===== src/rtl/suh_pkg.sv =====
package suh_pkg;

	localparam int CHAR_W = 8;
	localparam int SIZE_W = 16;
	localparam int HASH_W = SIZE_W + 1;
	localparam int DVD_W  = 2 * SIZE_W;
	localparam int PROD_W = 2 * HASH_W;

	localparam logic [SIZE_W-1:0]        SEED_MULT    = 16'd31415;
	localparam logic signed [HASH_W-1:0] MULT_STEP    = 17'sd27183;
	localparam logic [SIZE_W-1:0]        RESET_SIZE   = 16'd127;

	// sequencer states for one character
	typedef enum logic [2:0] {
		ST_IDLE,
		ST_MUL_H,
		ST_SUM_H,
		ST_DIV_H,
		ST_MUL_A,
		ST_SUM_A,
		ST_DIV_A,
		ST_DONE
	} state_t;

	// remainder unit status
	typedef struct packed {
		logic busy;
		logic done;
	} rem_stat_t;

endpackage


===== src/rtl/suh_rem.sv =====
module suh_rem (
	input  logic                         clk,
	input  logic                         arst_n,
	input  logic                         start,
	input  logic [suh_pkg::DVD_W-1:0]    dividend,
	input  logic [suh_pkg::SIZE_W-1:0]   divisor,
	output suh_pkg::rem_stat_t           stat,
	output logic [suh_pkg::SIZE_W-1:0]   rem
);

	localparam int STEPS = suh_pkg::DVD_W / 2;
	localparam int CNT_W = $clog2(STEPS);
	localparam int RW    = suh_pkg::SIZE_W + 1;

	logic [suh_pkg::DVD_W-1:0]  dvd_q;
	logic [suh_pkg::SIZE_W-1:0] dvs_q;
	logic [suh_pkg::SIZE_W-1:0] rem_q;
	logic [CNT_W-1:0]           cnt_q;
	logic                       busy_q;
	logic                       done_q;

	logic [RW-1:0] dvs_ext;
	logic [RW-1:0] t1, r1, t2, r2;

	// two restoring steps per cycle
	always_comb begin
		dvs_ext = {1'b0, dvs_q};
		t1 = {rem_q, dvd_q[suh_pkg::DVD_W-1]};
		r1 = (t1 >= dvs_ext) ? RW'(t1 - dvs_ext) : t1;
		t2 = {r1[suh_pkg::SIZE_W-1:0], dvd_q[suh_pkg::DVD_W-2]};
		r2 = (t2 >= dvs_ext) ? RW'(t2 - dvs_ext) : t2;
	end

	always_ff @(posedge clk or negedge arst_n) begin
		if (!arst_n) begin
			busy_q <= 1'b0;
			done_q <= 1'b0;
			cnt_q  <= '0;
		end else begin
			done_q <= 1'b0;
			if (start) begin
				busy_q <= 1'b1;
				cnt_q  <= '0;
			end else if (busy_q) begin
				cnt_q <= CNT_W'(cnt_q + 1'b1);
				if (cnt_q == CNT_W'(STEPS - 1)) begin
					busy_q <= 1'b0;
					done_q <= 1'b1;
				end
			end
		end
	end

	always_ff @(posedge clk) begin
		if (start) begin
			dvd_q <= dividend;
			dvs_q <= divisor;
			rem_q <= '0;
		end else if (busy_q) begin
			dvd_q <= {dvd_q[suh_pkg::DVD_W-3:0], 2'b00};
			rem_q <= r2[suh_pkg::SIZE_W-1:0];
		end
	end

	assign stat.busy = busy_q;
	assign stat.done = done_q;
	assign rem       = rem_q;

	a_done_not_busy: assert property (@(posedge clk) disable iff (!arst_n)
		done_q |-> !busy_q)
		else $error("remainder done while still busy");

	a_start_idle: assert property (@(posedge clk) disable iff (!arst_n)
		start |-> !busy_q)
		else $error("remainder started while busy");

endmodule


===== src/rtl/string_universal_hash.sv =====
// channel | direction | handshake          | payload
// --------+-----------+--------------------+---------------------------
// in      | sink      | in_valid, in_stall   | char_byte, last_char
// out     | source    | out_valid, out_stall | bucket_index
// cfg     | sink      | cfg_we               | cfg_wdata (table size M)
//
// one character takes two multiplies on the shared multiplier, two passes through
// the 2-bit-per-cycle remainder unit, and the bookkeeping states
// async reset idles the sequencer, clears the hash, sets the multiplier seed and table size (127)
// in_stall is high from the transfer of a character until its work is done
// a pending result in the output register is held while out_stall is high;
// the next key keeps hashing and only its last character waits for room
module string_universal_hash (
	input  logic                               clk,
	input  logic                               arst_n,
	input  logic                               in_valid,
	output logic                               in_stall,
	input  logic signed [suh_pkg::CHAR_W-1:0]  char_byte,
	input  logic                               last_char,
	output logic                               out_valid,
	input  logic                               out_stall,
	output logic [suh_pkg::SIZE_W-1:0]         bucket_index,
	input  logic                               cfg_we,
	input  logic [suh_pkg::SIZE_W-1:0]         cfg_wdata
);

	suh_pkg::state_t state_q, state_d;

	logic [suh_pkg::SIZE_W-1:0]        table_size_q;
	logic signed [suh_pkg::HASH_W-1:0] h_q;
	logic [suh_pkg::SIZE_W-1:0]        a_q;
	logic signed [suh_pkg::CHAR_W-1:0] c_q;
	logic                              last_q;
	logic signed [suh_pkg::PROD_W-1:0] prod_q;
	logic                              neg_q;
	logic                              out_valid_q;
	logic [suh_pkg::SIZE_W-1:0]        bucket_q;

	// shared multiplier operands
	logic signed [suh_pkg::HASH_W-1:0] mul_a, mul_b;
	logic signed [suh_pkg::PROD_W-1:0] c_add, prod_d;
	logic [suh_pkg::PROD_W-1:0]        mag;

	// remainder unit
	suh_pkg::rem_stat_t          div_stat;
	logic                        div_start;
	logic [suh_pkg::SIZE_W-1:0]  div_divisor;
	logic [suh_pkg::SIZE_W-1:0]  div_rem;
	logic [suh_pkg::HASH_W-1:0]  rem_ext;
	logic signed [suh_pkg::HASH_W-1:0] h_new, h_fin;

	logic accept, out_free, load_out;

	assign accept   = in_valid && !in_stall;
	assign out_free = !out_valid_q || !out_stall;

	// next state
	always_comb begin
		state_d = state_q;
		case (state_q)
			suh_pkg::ST_IDLE:  if (accept) state_d = suh_pkg::ST_MUL_H;
			suh_pkg::ST_MUL_H: state_d = suh_pkg::ST_SUM_H;
			suh_pkg::ST_SUM_H: state_d = suh_pkg::ST_DIV_H;
			suh_pkg::ST_DIV_H: if (div_stat.done) state_d = suh_pkg::ST_MUL_A;
			suh_pkg::ST_MUL_A: state_d = suh_pkg::ST_SUM_A;
			suh_pkg::ST_SUM_A: state_d = suh_pkg::ST_DIV_A;
			suh_pkg::ST_DIV_A: if (div_stat.done) state_d = suh_pkg::ST_DONE;
			suh_pkg::ST_DONE:  if (!last_q || out_free) state_d = suh_pkg::ST_IDLE;
			default:           state_d = suh_pkg::ST_IDLE;
		endcase
	end

	// sequencer outputs
	always_comb begin
		in_stall    = 1'b1;
		div_start   = 1'b0;
		div_divisor = table_size_q;
		load_out    = 1'b0;
		case (state_q)
			suh_pkg::ST_IDLE:  in_stall = 1'b0;
			suh_pkg::ST_SUM_H: div_start = 1'b1;
			suh_pkg::ST_SUM_A: begin
				div_start   = 1'b1;
				div_divisor = suh_pkg::SIZE_W'(table_size_q - 1'b1);
			end
			suh_pkg::ST_DONE:  load_out = last_q && out_free;
			default: ;
		endcase
	end

	// one multiplier serves a*h + c and a*27183
	always_comb begin
		mul_a = $signed({1'b0, a_q});
		if (state_q == suh_pkg::ST_MUL_H) begin
			mul_b = h_q;
			c_add = suh_pkg::PROD_W'(c_q);
		end else begin
			mul_b = suh_pkg::MULT_STEP;
			c_add = '0;
		end
		prod_d = mul_a * mul_b + c_add;
	end

	// magnitude for the unsigned remainder, sign reapplied afterwards
	assign mag = prod_q[suh_pkg::PROD_W-1] ? suh_pkg::PROD_W'(-prod_q)
	                                       : suh_pkg::PROD_W'(prod_q);

	suh_rem u_rem (
		.clk      (clk),
		.arst_n   (arst_n),
		.start    (div_start),
		.dividend (mag[suh_pkg::DVD_W-1:0]),
		.divisor  (div_divisor),
		.stat     (div_stat),
		.rem      (div_rem)
	);

	// truncating remainder keeps the dividend's sign
	always_comb begin
		rem_ext = {1'b0, div_rem};
		h_new   = neg_q ? $signed(suh_pkg::HASH_W'(-rem_ext)) : $signed(rem_ext);
		h_fin   = h_q[suh_pkg::HASH_W-1]
		          ? suh_pkg::HASH_W'(h_q + $signed({1'b0, table_size_q}))
		          : h_q;
	end

	always_ff @(posedge clk or negedge arst_n) begin
		if (!arst_n) begin
			state_q      <= suh_pkg::ST_IDLE;
			table_size_q <= suh_pkg::RESET_SIZE;
			h_q          <= '0;
			a_q          <= suh_pkg::SEED_MULT;
			out_valid_q  <= 1'b0;
		end else begin
			state_q <= state_d;
			if (cfg_we) begin
				table_size_q <= cfg_wdata;
			end
			if (state_q == suh_pkg::ST_DIV_H && div_stat.done) begin
				// table size zero forces the hash to zero
				h_q <= (table_size_q == '0) ? '0 : h_new;
			end
			// multiplier only moves when M-1 is nonzero
			if (state_q == suh_pkg::ST_DIV_A && div_stat.done && table_size_q > 16'd1) begin
				a_q <= div_rem;
			end
			if (load_out) begin
				h_q <= '0;
				a_q <= suh_pkg::SEED_MULT;
			end
			if (load_out) begin
				out_valid_q <= 1'b1;
			end else if (!out_stall) begin
				out_valid_q <= 1'b0;
			end
		end
	end

	// payload registers
	always_ff @(posedge clk) begin
		if (accept) begin
			c_q    <= char_byte;
			last_q <= last_char;
		end
		if (state_q inside {suh_pkg::ST_MUL_H, suh_pkg::ST_MUL_A}) begin
			prod_q <= prod_d;
		end
		if (state_q inside {suh_pkg::ST_SUM_H, suh_pkg::ST_SUM_A}) begin
			neg_q <= prod_q[suh_pkg::PROD_W-1];
		end
		if (load_out) begin
			bucket_q <= h_fin[suh_pkg::SIZE_W-1:0];
		end
	end

	assign out_valid    = out_valid_q;
	assign bucket_index = bucket_q;

	a_idle_unit_free: assert property (@(posedge clk) disable iff (!arst_n)
		!in_stall |-> !div_stat.busy)
		else $error("input open while remainder unit busy");

	a_done_in_div: assert property (@(posedge clk) disable iff (!arst_n)
		div_stat.done |-> (state_q == suh_pkg::ST_DIV_H || state_q == suh_pkg::ST_DIV_A))
		else $error("remainder done outside a divide state");

	a_key_restart: assert property (@(posedge clk) disable iff (!arst_n)
		load_out |=> (h_q == '0 && a_q == suh_pkg::SEED_MULT))
		else $error("hash state not restarted after last character");

	a_bucket_range: assert property (@(posedge clk) disable iff (!arst_n)
		(out_valid_q && table_size_q != '0) |-> (bucket_q < table_size_q))
		else $error("bucket index not below table size");

endmodule

===== config.mk =====
export PLATFORM = sky130hd
export DESIGN_NAME = string_universal_hash
export DESIGN_NICKNAME = d
export VERILOG_FILES = /design/src/rtl/suh_pkg.sv /design/src/rtl/suh_rem.sv /design/src/rtl/string_universal_hash.sv
export SDC_FILE = /design/constraint.sdc
export NUM_CORES = 1
export LEC_CHECK = 0
export BUFFER_PORTS_ARGS = -buffer_cell sky130_fd_sc_hd__buf_2
export CAP_MARGIN = 20
export CORE_MARGIN = 2
export CORE_UTILIZATION = 39
export CTS_CLUSTER_SIZE = 28
export DETAILED_ROUTE_END_ITERATION = 16
export PLACE_DENSITY = 0.61
export SYNTH_ARGS = -nofsm -noshare
export SYNTH_HDL_FRONTEND = slang
export SYNTH_SLANG_ARGS = --single-unit

===== constraint.sdc =====
create_clock -name clk -period 7.35 [get_ports clk]
set_clock_uncertainty 0.15 [all_clocks]
set_input_delay 1.47 -clock clk [delete_from_list [all_inputs] [get_ports clk]]
set_output_delay 1.47 -clock clk [all_outputs]
set_load 0.005 [all_outputs]

==> qor.log, run 1 <==
qor: outcome.outcome finished, final reports clean
qor: synthesis.synth-edff-count 107
qor: layout.area_delta_synth_final 10.0%
qor: route.drt_first_iter_violations 1032
qor: timing.hold_viol 0
qor: worst_hold_path.min-delay-path-class register to register
qor: layout.finish.utilization 43.2%
qor: floorplanning.dieArea 54500 µm²
qor: grt.grt_max_degree 71
qor: cts.clock_tree_from_tritoncts built
qor: timing.tightestPinTransition 0.948 ns
qor: worst_setup_path.cpLargestDelayFamily adder cells
qor: route.wl_per_cell 18.7 µm
qor: timing.finalMaxSlewViolations 0
qor: synthesis.adder_cell_share_of_the_synthesized_area 34.5%
qor: floorplanning.i_o_pin_cnt 48
qor: route.route.detailed.drc 0
qor: layout.post_route_cells_drive_above_1_share 9.97%
qor: synthesis.netlist.area_leader.share 23.9%
qor: route.number_of_nets_still_failing_antenna_checks_after_routing 0
qor: worst_setup_path.criticalPathCategory register to register
qor: grt.global_route.usage.met1 28.8%
qor: worst_setup_path.critPathMostFrequentCell sky130_fd_sc_hd__fa_1
qor: grt.antenna_found_initial 0
qor: grt.groute.layer.met2.usage 33.9%
qor: synthesis.synth-main-ff-cell sky130_fd_sc_hd__edfxtp_1
qor: cts.cts.path.max_buffers 2
qor: cts.ctsRootBufferMaster sky130_fd_sc_hd__clkbuf_16
qor: synthesis.syn-num-nets 2635
qor: worst_setup_path.arrival 7.14 ns
qor: synthesis.syn_area_per_cell 9.40 µm²
qor: synthesis.synth_top_family_by_area adder cells
qor: cts.postCtsHoldBufs 0
qor: job.max_cap_violations 0
qor: route.first_pass_iters 5
qor: synthesis.synth_most_common_cell sky130_fd_sc_hd__inv_1
qor: worst_setup_path.timing.critical_path.slowest_cell_delay 0.55 ns
qor: timing.timing.final.crit_share 96.2%
qor: worst_setup_path.critical_path_required 7.42 ns
qor: cts.cts.clk_slew.worst_paths 0.08 ns
qor: layout.fin_area 22600 µm²
qor: grt.grt_usage 20.6%
qor: synthesis.register_bit_count_reported_by_yosys 182
qor: route.via_count 15400
qor: synthesis.synth_compound_area_share 8.78%
qor: timing.setup_viol 0
qor: synthesis.synthesis.area 20500 µm²
qor: timing.worst_slew_margin_rel 36.4%
qor: worst_setup_path.worst-path-max-fanout 11
qor: cts.numCtsBuffers 17
qor: synthesis.yosys-mux-area-fraction 3.10%
qor: layout.nets 2694
qor: worst_setup_path.critical_path.cell_chain or3b_2 -> nor2_1 -> buf_6 -> nor2b_1 -> fa_1 -> inv_1 -> fa_1 -> fa_1 -> inv_1 -> fa_1 -> fa_1 -> inv_1 -> fa_1 -> inv_1 -> ha_1 -> a21o_1 -> o31ai_1 -> nand3b_1 -> a32o_1 -> a21o_1 -> a211oi_1 -> nor3_1 -> xnor2_1
qor: floorplanning.floorplan.initialDensity 39.2%
qor: grt.grt_pass1_vias 15400
qor: floorplanning.die_boundary_width 233 µm
qor: synthesis.share_of_the_synthesized_netlist_area_taken_by_xor_and_xnor_gates 5.46%
qor: floorplanning.rows 84
qor: synthesis.yosys-top-cells-count sky130_fd_sc_hd__inv_1, sky130_fd_sc_hd__nand2_1, sky130_fd_sc_hd__fa_1, sky130_fd_sc_hd__ha_1, sky130_fd_sc_hd__o21ai_0
qor: synthesis.leading_post_synthesis_cells_by_cell_area sky130_fd_sc_hd__fa_1, sky130_fd_sc_hd__edfxtp_1, sky130_fd_sc_hd__ha_1
qor: worst_setup_path.critical_path.slowest_cell sky130_fd_sc_hd__or3b_2
qor: route.totalWireLength 54900 µm
qor: cts.clock_latency 0.47 ns
qor: placed_design.place.port_buffers 47
qor: synthesis.post_synth_inst_count 2185
qor: timing.max_freq 0.141 GHz
qor: synthesis.synth_warnings 0
qor: synthesis.cell_accounting_for_the_most_synthesized_area sky130_fd_sc_hd__fa_1
qor: placed_design.replace_congestion 0.918
qor: worst_setup_path.crit_path_start_kind register
qor: cts.htree_levels 4
qor: floorplanning.dieHeight 233 µm
qor: worst_setup_path.critical_path_buf_inv_count 5
qor: grt.busiest_layer met2
qor: floorplanning.placeableCoreArea 52300 µm²
qor: synthesis.synthArstFlopShare 32.4%
qor: worst_setup_path.end_kind register
qor: placed_design.post-dp-hpwl 44100 µm
qor: grt.grt_pass1_wl 85700 µm
qor: cts.tritoncts_num_sinks 182
qor: grt.grt_overflow_total 0
qor: synthesis.synth.yosys.seq_area_share 24.5%
qor: placed_design.total_placed_instance_area 21800 µm²
qor: grt.grt_use_met3 2.34%
qor: synthesis.synth.distinct_cells 69
qor: timing.finalCriticalPeriod 7.07 ns
qor: layout.num_antenna_cells 0
qor: route.mean_number_of_vias_per_cell 5.24
qor: synthesis.post_synth_and_or_nand_nor_area_fraction 15.1%
## tightest hold or removal path: stages, from the launching register on
cell                       delay [ns]
sky130_fd_sc_hd__edfxtp_1        0.32
sky130_fd_sc_hd__nand2_1         0.04
sky130_fd_sc_hd__o21ai_0         0.06
## sequential cells by signal (all words and copies together) (netlist names), 4 cells and up
name / flops
table_size_q: 16
bucket_index: 16
u_rem.cnt_q: 4
h_q: 17
c_q: 8
prod_q: 33
u_rem.dvd_q: 32
u_rem.rem: 16
u_rem.dvs_q: 16
a_q: 16
## cell families (layout without fill, tap and decap cells)
kind of cell | count (synthesis) | in the layout
fa+ha+maj | 420 | 420
compound gates | 294 | 294
flops | 182 | 182
buf+inv | 466 | 538
xor+xnor | 128 | 128
simple gates | 635 | 635
mux | 60 | 60
## per-stage QoR
| step | hold slack [ns] | setup slack, ns | TNS (ns) | std cells |
|---|---|---|---|---|
| final | 0.378 | 0.280 | 0 | 2945 |
| after global routing | 0.403 | -0.0562 | -0.0872 | 2945 |
| after CTS | 0.385 | 0.0365 | 0 | 2932 |
| after detailed placement | 0.362 | 0.0644 | 0 | 2900 |
| after global placement | 0.354 | 0.167 | 0 | 2900 |
| after floorplan | 0.325 | 0.130 | 0 | 2185 |
## area by class of cell
cell class | count | area [µm²]
clock buffers | 17 | 425
well taps | 688 | 861
fillers | 5038 | 29700
repair buffers | 114 | 800
inverters | 392 | 1470
multi-input cells | 1537 | 13800
clock inverters | 15 | 206
flip-flops and latches | 182 | 5030
## per-layer routing
metal	vias up	share of wire [%]
met1	7715	45
li1	7209	-
met2	443	47
met3	55	5.1
met4	0	2.0
met5	-	0
## path summary, 6_finish.rpt
path,startpoint,end,slack [ns],cells past startpoint
setup / recovery,state_q[1]$_DFFE_PN0P_,prod_q[33]$_DFFE_PP_,0.28,23
hold / removal,u_rem.dvd_q[0]$_SDFFCE_PP0P_,u_rem.dvd_q[2]$_DFFE_PP_,0.38,2
setup reg to reg,state_q[1]$_DFFE_PN0P_,prod_q[33]$_DFFE_PP_,0.28,23
hold reg to reg,u_rem.dvd_q[0]$_SDFFCE_PP0P_,u_rem.dvd_q[2]$_DFFE_PP_,0.38,2
max in group asynchronous,arst_n,h_q[14]$_DFFE_PN0P_,5.47,2
min in group asynchronous,arst_n,u_rem.cnt_q[1]$_DFFE_PN0P_,0.99,2
## what timing repair did
action	CTS	global route
setup endpoints to repair	0	10
buffers inserted	0	8
gates resized for setup	0	13
## layout by cell type, fill, tap and decap left out, types with 47 or more instances in the layout
master                     Yosys  final
sky130_fd_sc_hd__a21oi_1      55     55
sky130_fd_sc_hd__nor2_1       77     74
sky130_fd_sc_hd__o21ai_0     127    125
sky130_fd_sc_hd__nand2_1     268    267
sky130_fd_sc_hd__edfxtp_1    107    107
sky130_fd_sc_hd__and3_1       64     64
sky130_fd_sc_hd__xnor2_1      64     64
sky130_fd_sc_hd__fa_1        245    245
sky130_fd_sc_hd__inv_1       391    391
sky130_fd_sc_hd__buf_4         1     60
sky130_fd_sc_hd__ha_1        175    175
sky130_fd_sc_hd__buf_2         1     47
sky130_fd_sc_hd__and2_1       75     73
sky130_fd_sc_hd__xor2_1       64     64
Power of run 1 is not shown: default switching activity piles up to over one toggle a cycle in this logic, so the estimate is an artifact.
==> run 2: changes to the inputs <==
Settings changed: SYNTH_HIERARCHICAL from default to 1.
==> run 2 against run 1 <==
  * Core utilization shrank 0.47 points
  * Synthesized cell count grew 3.4%
  * Non-clock buffer count shrank 26
  * Highest routed layer unchanged
  * Hold slack gained 0.013 ns
  * Setup slack lost 0.031 ns
  * Flip-flop and latch count is the same
  * Critical path depth shrank 2
  * Largest cell class unchanged
  * Global-route usage grew 0.34 points
  * Die area grew 4.2%
==> qor.log, run 2 <==
qor: outcome.outcome finished, final reports clean [unchanged]
qor: timing.grt_setup_unrepaired false
qor: cts.htree_levels 4 [unchanged]
qor: floorplanning.floorplan.initialDensity 39.6% [was 39.2%]
qor: worst_setup_path.crit-reg2reg-launch state_q[1]$_DFFE_PN0P_ [unchanged]
qor: worst_setup_path.regToRegSetupSlack 0.25 ns [was 0.28 ns]
qor: grt.grt_usage 21.0% [was 20.6%]
qor: timing.timing.final.crit_share 96.6% [was 96.2%]
qor: route.first_pass_iters 5 [unchanged]
qor: route.via_count 16100 [was 15400]
qor: floorplanning.dieHeight 238 µm [was 233 µm]
qor: worst_setup_path.end_kind register [unchanged]
qor: placed_design.place.port_buffers 47 [unchanged]
qor: worst_hold_path.min_to h_q[9]$_DFFE_PN0P_ [was u_rem.dvd_q[2]$_DFFE_PP_]
qor: worst_hold_path.timing.hold.worst.start h_q[9]$_DFFE_PN0P_ [was u_rem.dvd_q[0]$_SDFFCE_PP0P_]
qor: layout.nets 2729 [was 2694]
qor: cts.clock_tree_from_tritoncts built [unchanged]
qor: grt.antenna_found_initial 0 [unchanged]
qor: timing.hold_viol 0 [unchanged]
qor: cts.ctsRootBufferMaster sky130_fd_sc_hd__clkbuf_16 [unchanged]
qor: layout.area_delta_synth_final 7.68% [was 10.0%]
qor: synthesis.synthesis.area 21400 µm² [was 20500 µm²]
qor: floorplanning.i_o_pin_cnt 48 [unchanged]
qor: cts.cts.path.max_buffers 2 [unchanged]
qor: grt.grt_pass1_vias 16600 [was 15400]
qor: timing.setup_viol 0 [unchanged]
qor: worst_setup_path.critical_path_required 7.42 ns [about the same]
qor: route.totalWireLength 57800 µm [was 54900 µm]
qor: layout.regs_by_ff_count prod_q x33, u_rem/dvd_q x32, h_q x17 [was prod_q x33, u_rem.dvd_q x32, h_q x17]
qor: worst_setup_path.arrival 7.17 ns [was 7.14 ns]
qor: floorplanning.rows 85 [was 84]
qor: timing.max_freq 0.141 GHz [about the same]
qor: floorplanning.die_boundary_width 238 µm [was 233 µm]
qor: route.number_of_nets_still_failing_antenna_checks_after_routing 0 [unchanged]
qor: floorplanning.dieArea 56800 µm² [was 54500 µm²]
qor: floorplanning.placeableCoreArea 54000 µm² [was 52300 µm²]
qor: grt.grt_max_degree 60 [was 71]
qor: timing.finalMaxSlewViolations 0 [unchanged]
qor: grt.grt_pass1_wl 91900 µm [was 85700 µm]
qor: route.wl_per_cell 19.4 µm [was 18.7 µm]
qor: synthesis.syn-num-nets 2709 [was 2635]
qor: route.route.detailed.drc 0 [unchanged]
qor: layout.most_frequent_standard_cell_in_the_layout_excluding_fill_and_tap_cells sky130_fd_sc_hd__inv_1 [unchanged]
qor: cts.cts.clk_slew.worst_paths 0.08 ns [about the same]
qor: worst_setup_path.r2r.worst_path.cells 21 [was 23]
qor: synthesis.syn_area_per_cell 9.48 µm² [was 9.40 µm²]
qor: cts.tritoncts_num_sinks 182 [unchanged]
qor: worst_setup_path.criticalPathCategory register to register [unchanged]
qor: worst_setup_path.critical_path.cell_chain nor3b_2 -> buf_12 -> and2_1 -> nand2_1 -> fa_1 -> inv_1 -> fa_1 -> fa_1 -> fa_1 -> fa_1 -> inv_1 -> fa_1 -> inv_1 -> ha_1 -> nand2_1 -> nor3_1 -> o31ai_1 -> nor2_1 -> a21o_1 -> nor4b_1 -> or3_1 [was or3b_2 -> nor2_1 -> buf_6 -> nor2b_1 -> fa_1 -> inv_1 -> fa_1 -> fa_1 -> inv_1 -> fa_1 -> fa_1 -> inv_1 -> fa_1 -> inv_1 -> ha_1 -> a21o_1 -> o31ai_1 -> nand3b_1 -> a32o_1 -> a21o_1 -> a211oi_1 -> nor3_1 -> xnor2_1]
qor: timing.finalCriticalPeriod 7.10 ns [was 7.07 ns]
qor: timing.worst_slew_margin_rel 29.2% [was 36.4%]
qor: worst_setup_path.critical_path.slowest_cell sky130_fd_sc_hd__fa_1 [was sky130_fd_sc_hd__or3b_2]
qor: layout.max_flop_register prod_q [unchanged]
qor: layout.post_route_cells_drive_above_1_share 11.1% [was 9.97%]
qor: cts.clock_latency 0.48 ns [was 0.47 ns]
qor: grt.grt_overflow_total 0 [unchanged]
qor: timing.fin_tns_setup 0 ns [unchanged]
qor: worst_setup_path.worst-path-max-fanout 47 [was 11]
qor: placed_design.post-dp-hpwl 46200 µm [was 44100 µm]
qor: layout.largest_reg_flops 33 [unchanged]
qor: worst_setup_path.critical_path.reg2reg.endpoint prod_q[30]$_DFFE_PP_ [was prod_q[33]$_DFFE_PP_]
qor: worst_setup_path.critPathMostFrequentCell sky130_fd_sc_hd__fa_1 [unchanged]
qor: worst_hold_path.min-delay-path-class register to register [unchanged]
qor: worst_setup_path.timing.critical_path.slowest_cell_delay 0.59 ns [was 0.55 ns]
qor: route.mean_number_of_vias_per_cell 5.40 [was 5.24]
qor: worst_setup_path.crit_path_start_kind register [unchanged]
qor: layout.num_antenna_cells 0 [unchanged]
qor: job.max_cap_violations 0 [unchanged]
qor: cts.numCtsBuffers 17 [unchanged]
qor: worst_hold_path.holdPathStages 2 [unchanged]
qor: placed_design.replace_congestion 0.920 [was 0.918]
qor: layout.final_cell_mix sky130_fd_sc_hd__inv_1, sky130_fd_sc_hd__fa_1, sky130_fd_sc_hd__nand2_1 [was sky130_fd_sc_hd__inv_1, sky130_fd_sc_hd__nand2_1, sky130_fd_sc_hd__fa_1]
qor: route.drt_first_iter_violations 1139 [was 1032]
qor: synthesis.synth_warnings 6 [was 0]
qor: cts.postCtsHoldBufs 0 [unchanged]
qor: synthesis.post_synth_inst_count 2259 [was 2185]
qor: timing.tightestPinTransition 1.06 ns [was 0.948 ns]
[run 2: worst max path at each step]
stage / endpoint / depth (start not counted) / start / slack, ns
4_1_cts: prod_q[27]$_DFFE_PP_ / 22 / state_q[1]$_DFFE_PN0P_ / 0.25
6_report: prod_q[30]$_DFFE_PP_ / 21 / state_q[1]$_DFFE_PN0P_ / 0.25
5_1_grt: prod_q[30]$_DFFE_PP_ / 21 / state_q[1]$_DFFE_PN0P_ / 0.01
3_5_place_dp: prod_q[27]$_DFFE_PP_ / 22 / state_q[1]$_DFFE_PN0P_ / 0.28
3_3_place_gp: prod_q[27]$_DFFE_PP_ / 22 / state_q[1]$_DFFE_PN0P_ / 0.32
2_1_floorplan: prod_q[24]$_DFFE_PP_ / 24 / state_q[1]$_DFFE_PN0P_ / 0.01
[run 2: critical path, delay by kind of cell (launching register included)]
kind	cells	cell delay, ns
fa+ha+maj	7	3.65
buf+inv	4	0.42
compound gates	2	0.35
flops	1	0.40
simple gates	8	1.85
[run 2: layer usage]
layer / vias to the layer above / track usage [%] / routed length (µm) / part of all wire, %
met2: 480 / 36.0 / 28400 / 49
met3: 105 / 3.04 / 2520 / 4.4
met5: - / 0 / 0 / 0
met4: 0 / 9.09 / 2300 / 4.0
met1: 8107 / 26.3 / 24600 / 43
li1: 7444 / - / - / -
[run 2: cell type report]
cell class	instances	area [µm²]
fillers	5279	31000
multi-input cells	1590	14500
flip-flops and latches	182	5030
inverters	400	1510
well taps	696	871
repair buffers	88	576
clock buffers	17	425
clock inverters	15	184
[run 2: what timing repair did]
item,in CTS,in global routing
buffers inserted,0,0
setup endpoints to repair,0,3
resized for setup,0,6
[run 2: metrics by stage]
| step | hold WS [ns] | util, % | setup slack [ns] | instances | area, µm² |
|---|---|---|---|---|---|
| final | 0.392 | 42.7 | 0.249 | 2988 | 23100 |
| after global routing | 0.418 | 42.7 | 0.0120 | 2988 | 23100 |
| after floorplan | 0.325 | - | 0.0136 | 2259 | 21400 |
| after detailed placement | 0.361 | 41.5 | 0.283 | 2955 | 22400 |
| after CTS | 0.390 | 42.6 | 0.247 | 2987 | 23000 |
| after global placement | 0.364 | 41.5 | 0.323 | 2954 | 22400 |
Power of run 2 is left out for the same reason.
==> run 3: changes to the inputs <==
Settings changed: MAX_ROUTING_LAYER from default to met4.
==> run 3 against run 2 <==
  * Non-clock buffer count stayed put
  * Maximum frequency is 0.40% lower
  * Routed wire length rose by 0.81%
  * Highest routed layer unchanged
==> qor.log, run 3 (synthesis results as in run 2) <==
qor: floorplanning.dieHeight 238 µm [unchanged]
qor: worst_setup_path.worst-path-max-fanout 60 [was 47]
qor: route.route.detailed.drc 0 [unchanged]
qor: timing.tightestPinTransition 1.05 ns [was 1.06 ns]
qor: grt.global_route.usage.met1 26.7% [was 26.3%]
qor: worst_setup_path.end_kind register [unchanged]
qor: layout.largest_reg_flops 33 [unchanged]
qor: timing.finalCriticalPeriod 7.13 ns [was 7.10 ns]
qor: route.first_pass_iters 7 [was 5]
qor: grt.grt_use_met3 2.66% [was 3.04%]
qor: layout.area_delta_synth_final 7.47% [was 7.68%]
qor: cts.cts.path.max_buffers 2 [unchanged]
qor: worst_setup_path.critical_path.slowest_cell sky130_fd_sc_hd__fa_1 [unchanged]
qor: grt.grt_max_degree 61 [was 60]
qor: timing.finalMaxSlewViolations 0 [unchanged]
qor: cts.clock_latency 0.48 ns [about the same]
qor: worst_setup_path.crit_path_start_kind register [unchanged]
qor: route.via_count 16100 [about the same]
qor: grt.grt_pass1_vias 16600 [about the same]
qor: layout.regs_by_ff_count prod_q x33, u_rem/dvd_q x32, h_q x17 [unchanged]
qor: cts.clock_tree_from_tritoncts built [unchanged]
qor: floorplanning.i_o_pin_cnt 48 [unchanged]
qor: worst_setup_path.crit-reg2reg-launch state_q[1]$_DFFE_PN0P_ [unchanged]
qor: timing.setup_viol 0 [unchanged]
qor: route.totalWireLength 58300 µm [was 57800 µm]
qor: outcome.outcome finished, final reports clean [unchanged]
qor: timing.timing.final.crit_share 97.0% [was 96.6%]
qor: timing.fin_tns_setup 0 ns [unchanged]
qor: worst_setup_path.critical_path_buf_inv_count 5 [was 4]
qor: cts.post_cts_resize_count 0 [unchanged]
qor: job.max_cap_violations 0 [unchanged]
qor: cts.cts.clk_slew.worst_paths 0.08 ns [about the same]
qor: cts.htree_levels 4 [unchanged]
qor: worst_setup_path.critical_path_required 7.43 ns [was 7.42 ns]
qor: layout.nets 2729 [unchanged]
qor: layout.final_cell_mix sky130_fd_sc_hd__inv_1, sky130_fd_sc_hd__fa_1, sky130_fd_sc_hd__nand2_1 [unchanged]
qor: timing.worst_slew_margin_rel 29.8% [was 29.2%]
qor: floorplanning.rows 85 [unchanged]
qor: worst_hold_path.timing.hold.worst.start out_valid$_DFFE_PN0P_ [was h_q[9]$_DFFE_PN0P_]
qor: grt.antenna_found_initial 0 [unchanged]
qor: worst_setup_path.critical_path.cell_chain nor3b_2 -> buf_12 -> and2_1 -> buf_4 -> nand2_1 -> fa_1 -> fa_1 -> inv_1 -> fa_1 -> fa_1 -> fa_1 -> inv_1 -> fa_1 -> inv_1 -> ha_1 -> a21o_1 -> a21o_1 -> a21o_1 -> a221oi_1 -> o31ai_1 -> xnor2_1 [was nor3b_2 -> buf_12 -> and2_1 -> nand2_1 -> fa_1 -> inv_1 -> fa_1 -> fa_1 -> fa_1 -> fa_1 -> inv_1 -> fa_1 -> inv_1 -> ha_1 -> nand2_1 -> nor3_1 -> o31ai_1 -> nor2_1 -> a21o_1 -> nor4b_1 -> or3_1]
qor: layout.max_flop_register prod_q [unchanged]
qor: route.mean_number_of_vias_per_cell 5.38 [was 5.40]
qor: worst_setup_path.timing.critical_path.from state_q[1]$_DFFE_PN0P_ [unchanged]
qor: timing.max_freq 0.140 GHz [was 0.141 GHz]
qor: layout.post_route_cells_drive_above_1_share 11.0% [was 11.1%]
qor: cts.postCtsHoldBufs 0 [unchanged]
qor: grt.grt_pass1_wl 92300 µm [was 91900 µm]
qor: cts.ctsRootBufferMaster sky130_fd_sc_hd__clkbuf_16 [unchanged]
qor: route.wl_per_cell 19.5 µm [was 19.4 µm]
qor: grt.busiest_layer met2 [unchanged]
qor: route.number_of_nets_still_failing_antenna_checks_after_routing 0 [unchanged]
qor: worst_setup_path.critPathMostFrequentCell sky130_fd_sc_hd__fa_1 [unchanged]
qor: worst_setup_path.timing.critical_path.slowest_cell_delay 0.60 ns [was 0.59 ns]
qor: placed_design.place.port_buffers 47 [unchanged]
qor: layout.nFillCells 5325 [was 5279]
qor: route.drt_first_iter_violations 1051 [was 1139]
qor: floorplanning.floorplan.initialDensity 39.6% [unchanged]
qor: grt.grt_usage 21.7% [was 21.0%]
qor: timing.grt_setup_unrepaired false [unchanged]
qor: worst_setup_path.cpLargestDelayFamily adder cells [unchanged]
qor: worst_hold_path.min-delay-path-class register to register [unchanged]
qor: placed_design.replace_congestion 0.948 [was 0.920]
qor: worst_setup_path.arrival 7.21 ns [was 7.17 ns]
qor: grt.groute.layer.met2.usage 36.6% [was 36.0%]
qor: floorplanning.placeableCoreArea 54000 µm² [unchanged]
qor: timing.hold_viol 0 [unchanged]
qor: placed_design.post-dp-hpwl 46400 µm [was 46200 µm]
qor: layout.most_frequent_standard_cell_in_the_layout_excluding_fill_and_tap_cells sky130_fd_sc_hd__inv_1 [unchanged]
qor: cts.post-cts-setup-buffer-count 0 [unchanged]
qor: grt.grt_overflow_total 0 [unchanged]
qor: cts.numCtsBuffers 17 [unchanged]
qor: worst_setup_path.criticalPathCategory register to register [unchanged]
qor: floorplanning.die_boundary_width 238 µm [unchanged]
qor: cts.tritoncts_num_sinks 182 [unchanged]
qor: floorplanning.dieArea 56800 µm² [unchanged]
==> run 3: through the flow <==
| stage | instance area (µm²) | std cells | hold slack [ns] | worst slack (ns) | util [%] |
|---|---|---|---|---|---|
| after global placement | 22400 | 2956 | 0.361 | 0.388 | 41.5 |
| final | 23000 | 2989 | 0.396 | 0.221 | 42.6 |
| after floorplan | 21400 | 2259 | 0.325 | 0.0136 | - |
| after global routing | 23000 | 2988 | 0.415 | 0.00257 | 42.6 |
| after CTS | 23000 | 2988 | 0.389 | 0.252 | 42.6 |
| after detailed placement | 22400 | 2956 | 0.362 | 0.272 | 41.5 |
==> run 3: layout make-up <==
cell class                      instances  area (µm²)  share of cell area (%)
Inverter                              400        1510                    6.54
Tap cell                              696         871                    3.78
Timing Repair Buffer                   88         556                    2.41
Clock buffer                           22         507                    2.20
Multi-Input combinational cell       1590       14500                    62.8
Antenna cell                            1        2.50                  0.0109
Clock inverter                         10        78.8                   0.342
Sequential cell                       182        5030                    21.9
==> run 3: path summary, 6_finish.rpt <==
check	depth (start not counted)	endpoint	slack (ns)
worst max-delay path	21	prod_q[33]$_DFFE_PP_	0.22
worst max register to register	21	prod_q[33]$_DFFE_PP_	0.22
min in group asynchronous	2	table_size_q[7]$_DFFE_PN0P_	0.99
worst min-delay path	2	out_valid$_DFFE_PN0P_	0.40
max in group asynchronous	2	u_rem/cnt_q[0]$_DFFE_PN0P_	5.52
worst min register to register	2	out_valid$_DFFE_PN0P_	0.40
==> run 3: tightest hold or removal path, delay by kind of cell (launching register included) <==
family           cells  cell delay [ns]
DFF                  1             0.36
and+or+nand+nor      2             0.15
==> run 3: routing by layer <==
metal | share of wire [%] | routed length, µm | vias to the layer above
met5 | 0 | 0 | -
met4 | 3.7 | 2180 | 0
met3 | 4.3 | 2500 | 116
met2 | 50 | 28900 | 464
met1 | 42 | 24800 | 8041
li1 | - | - | 7456
Power of run 3 is left out for the same reason.
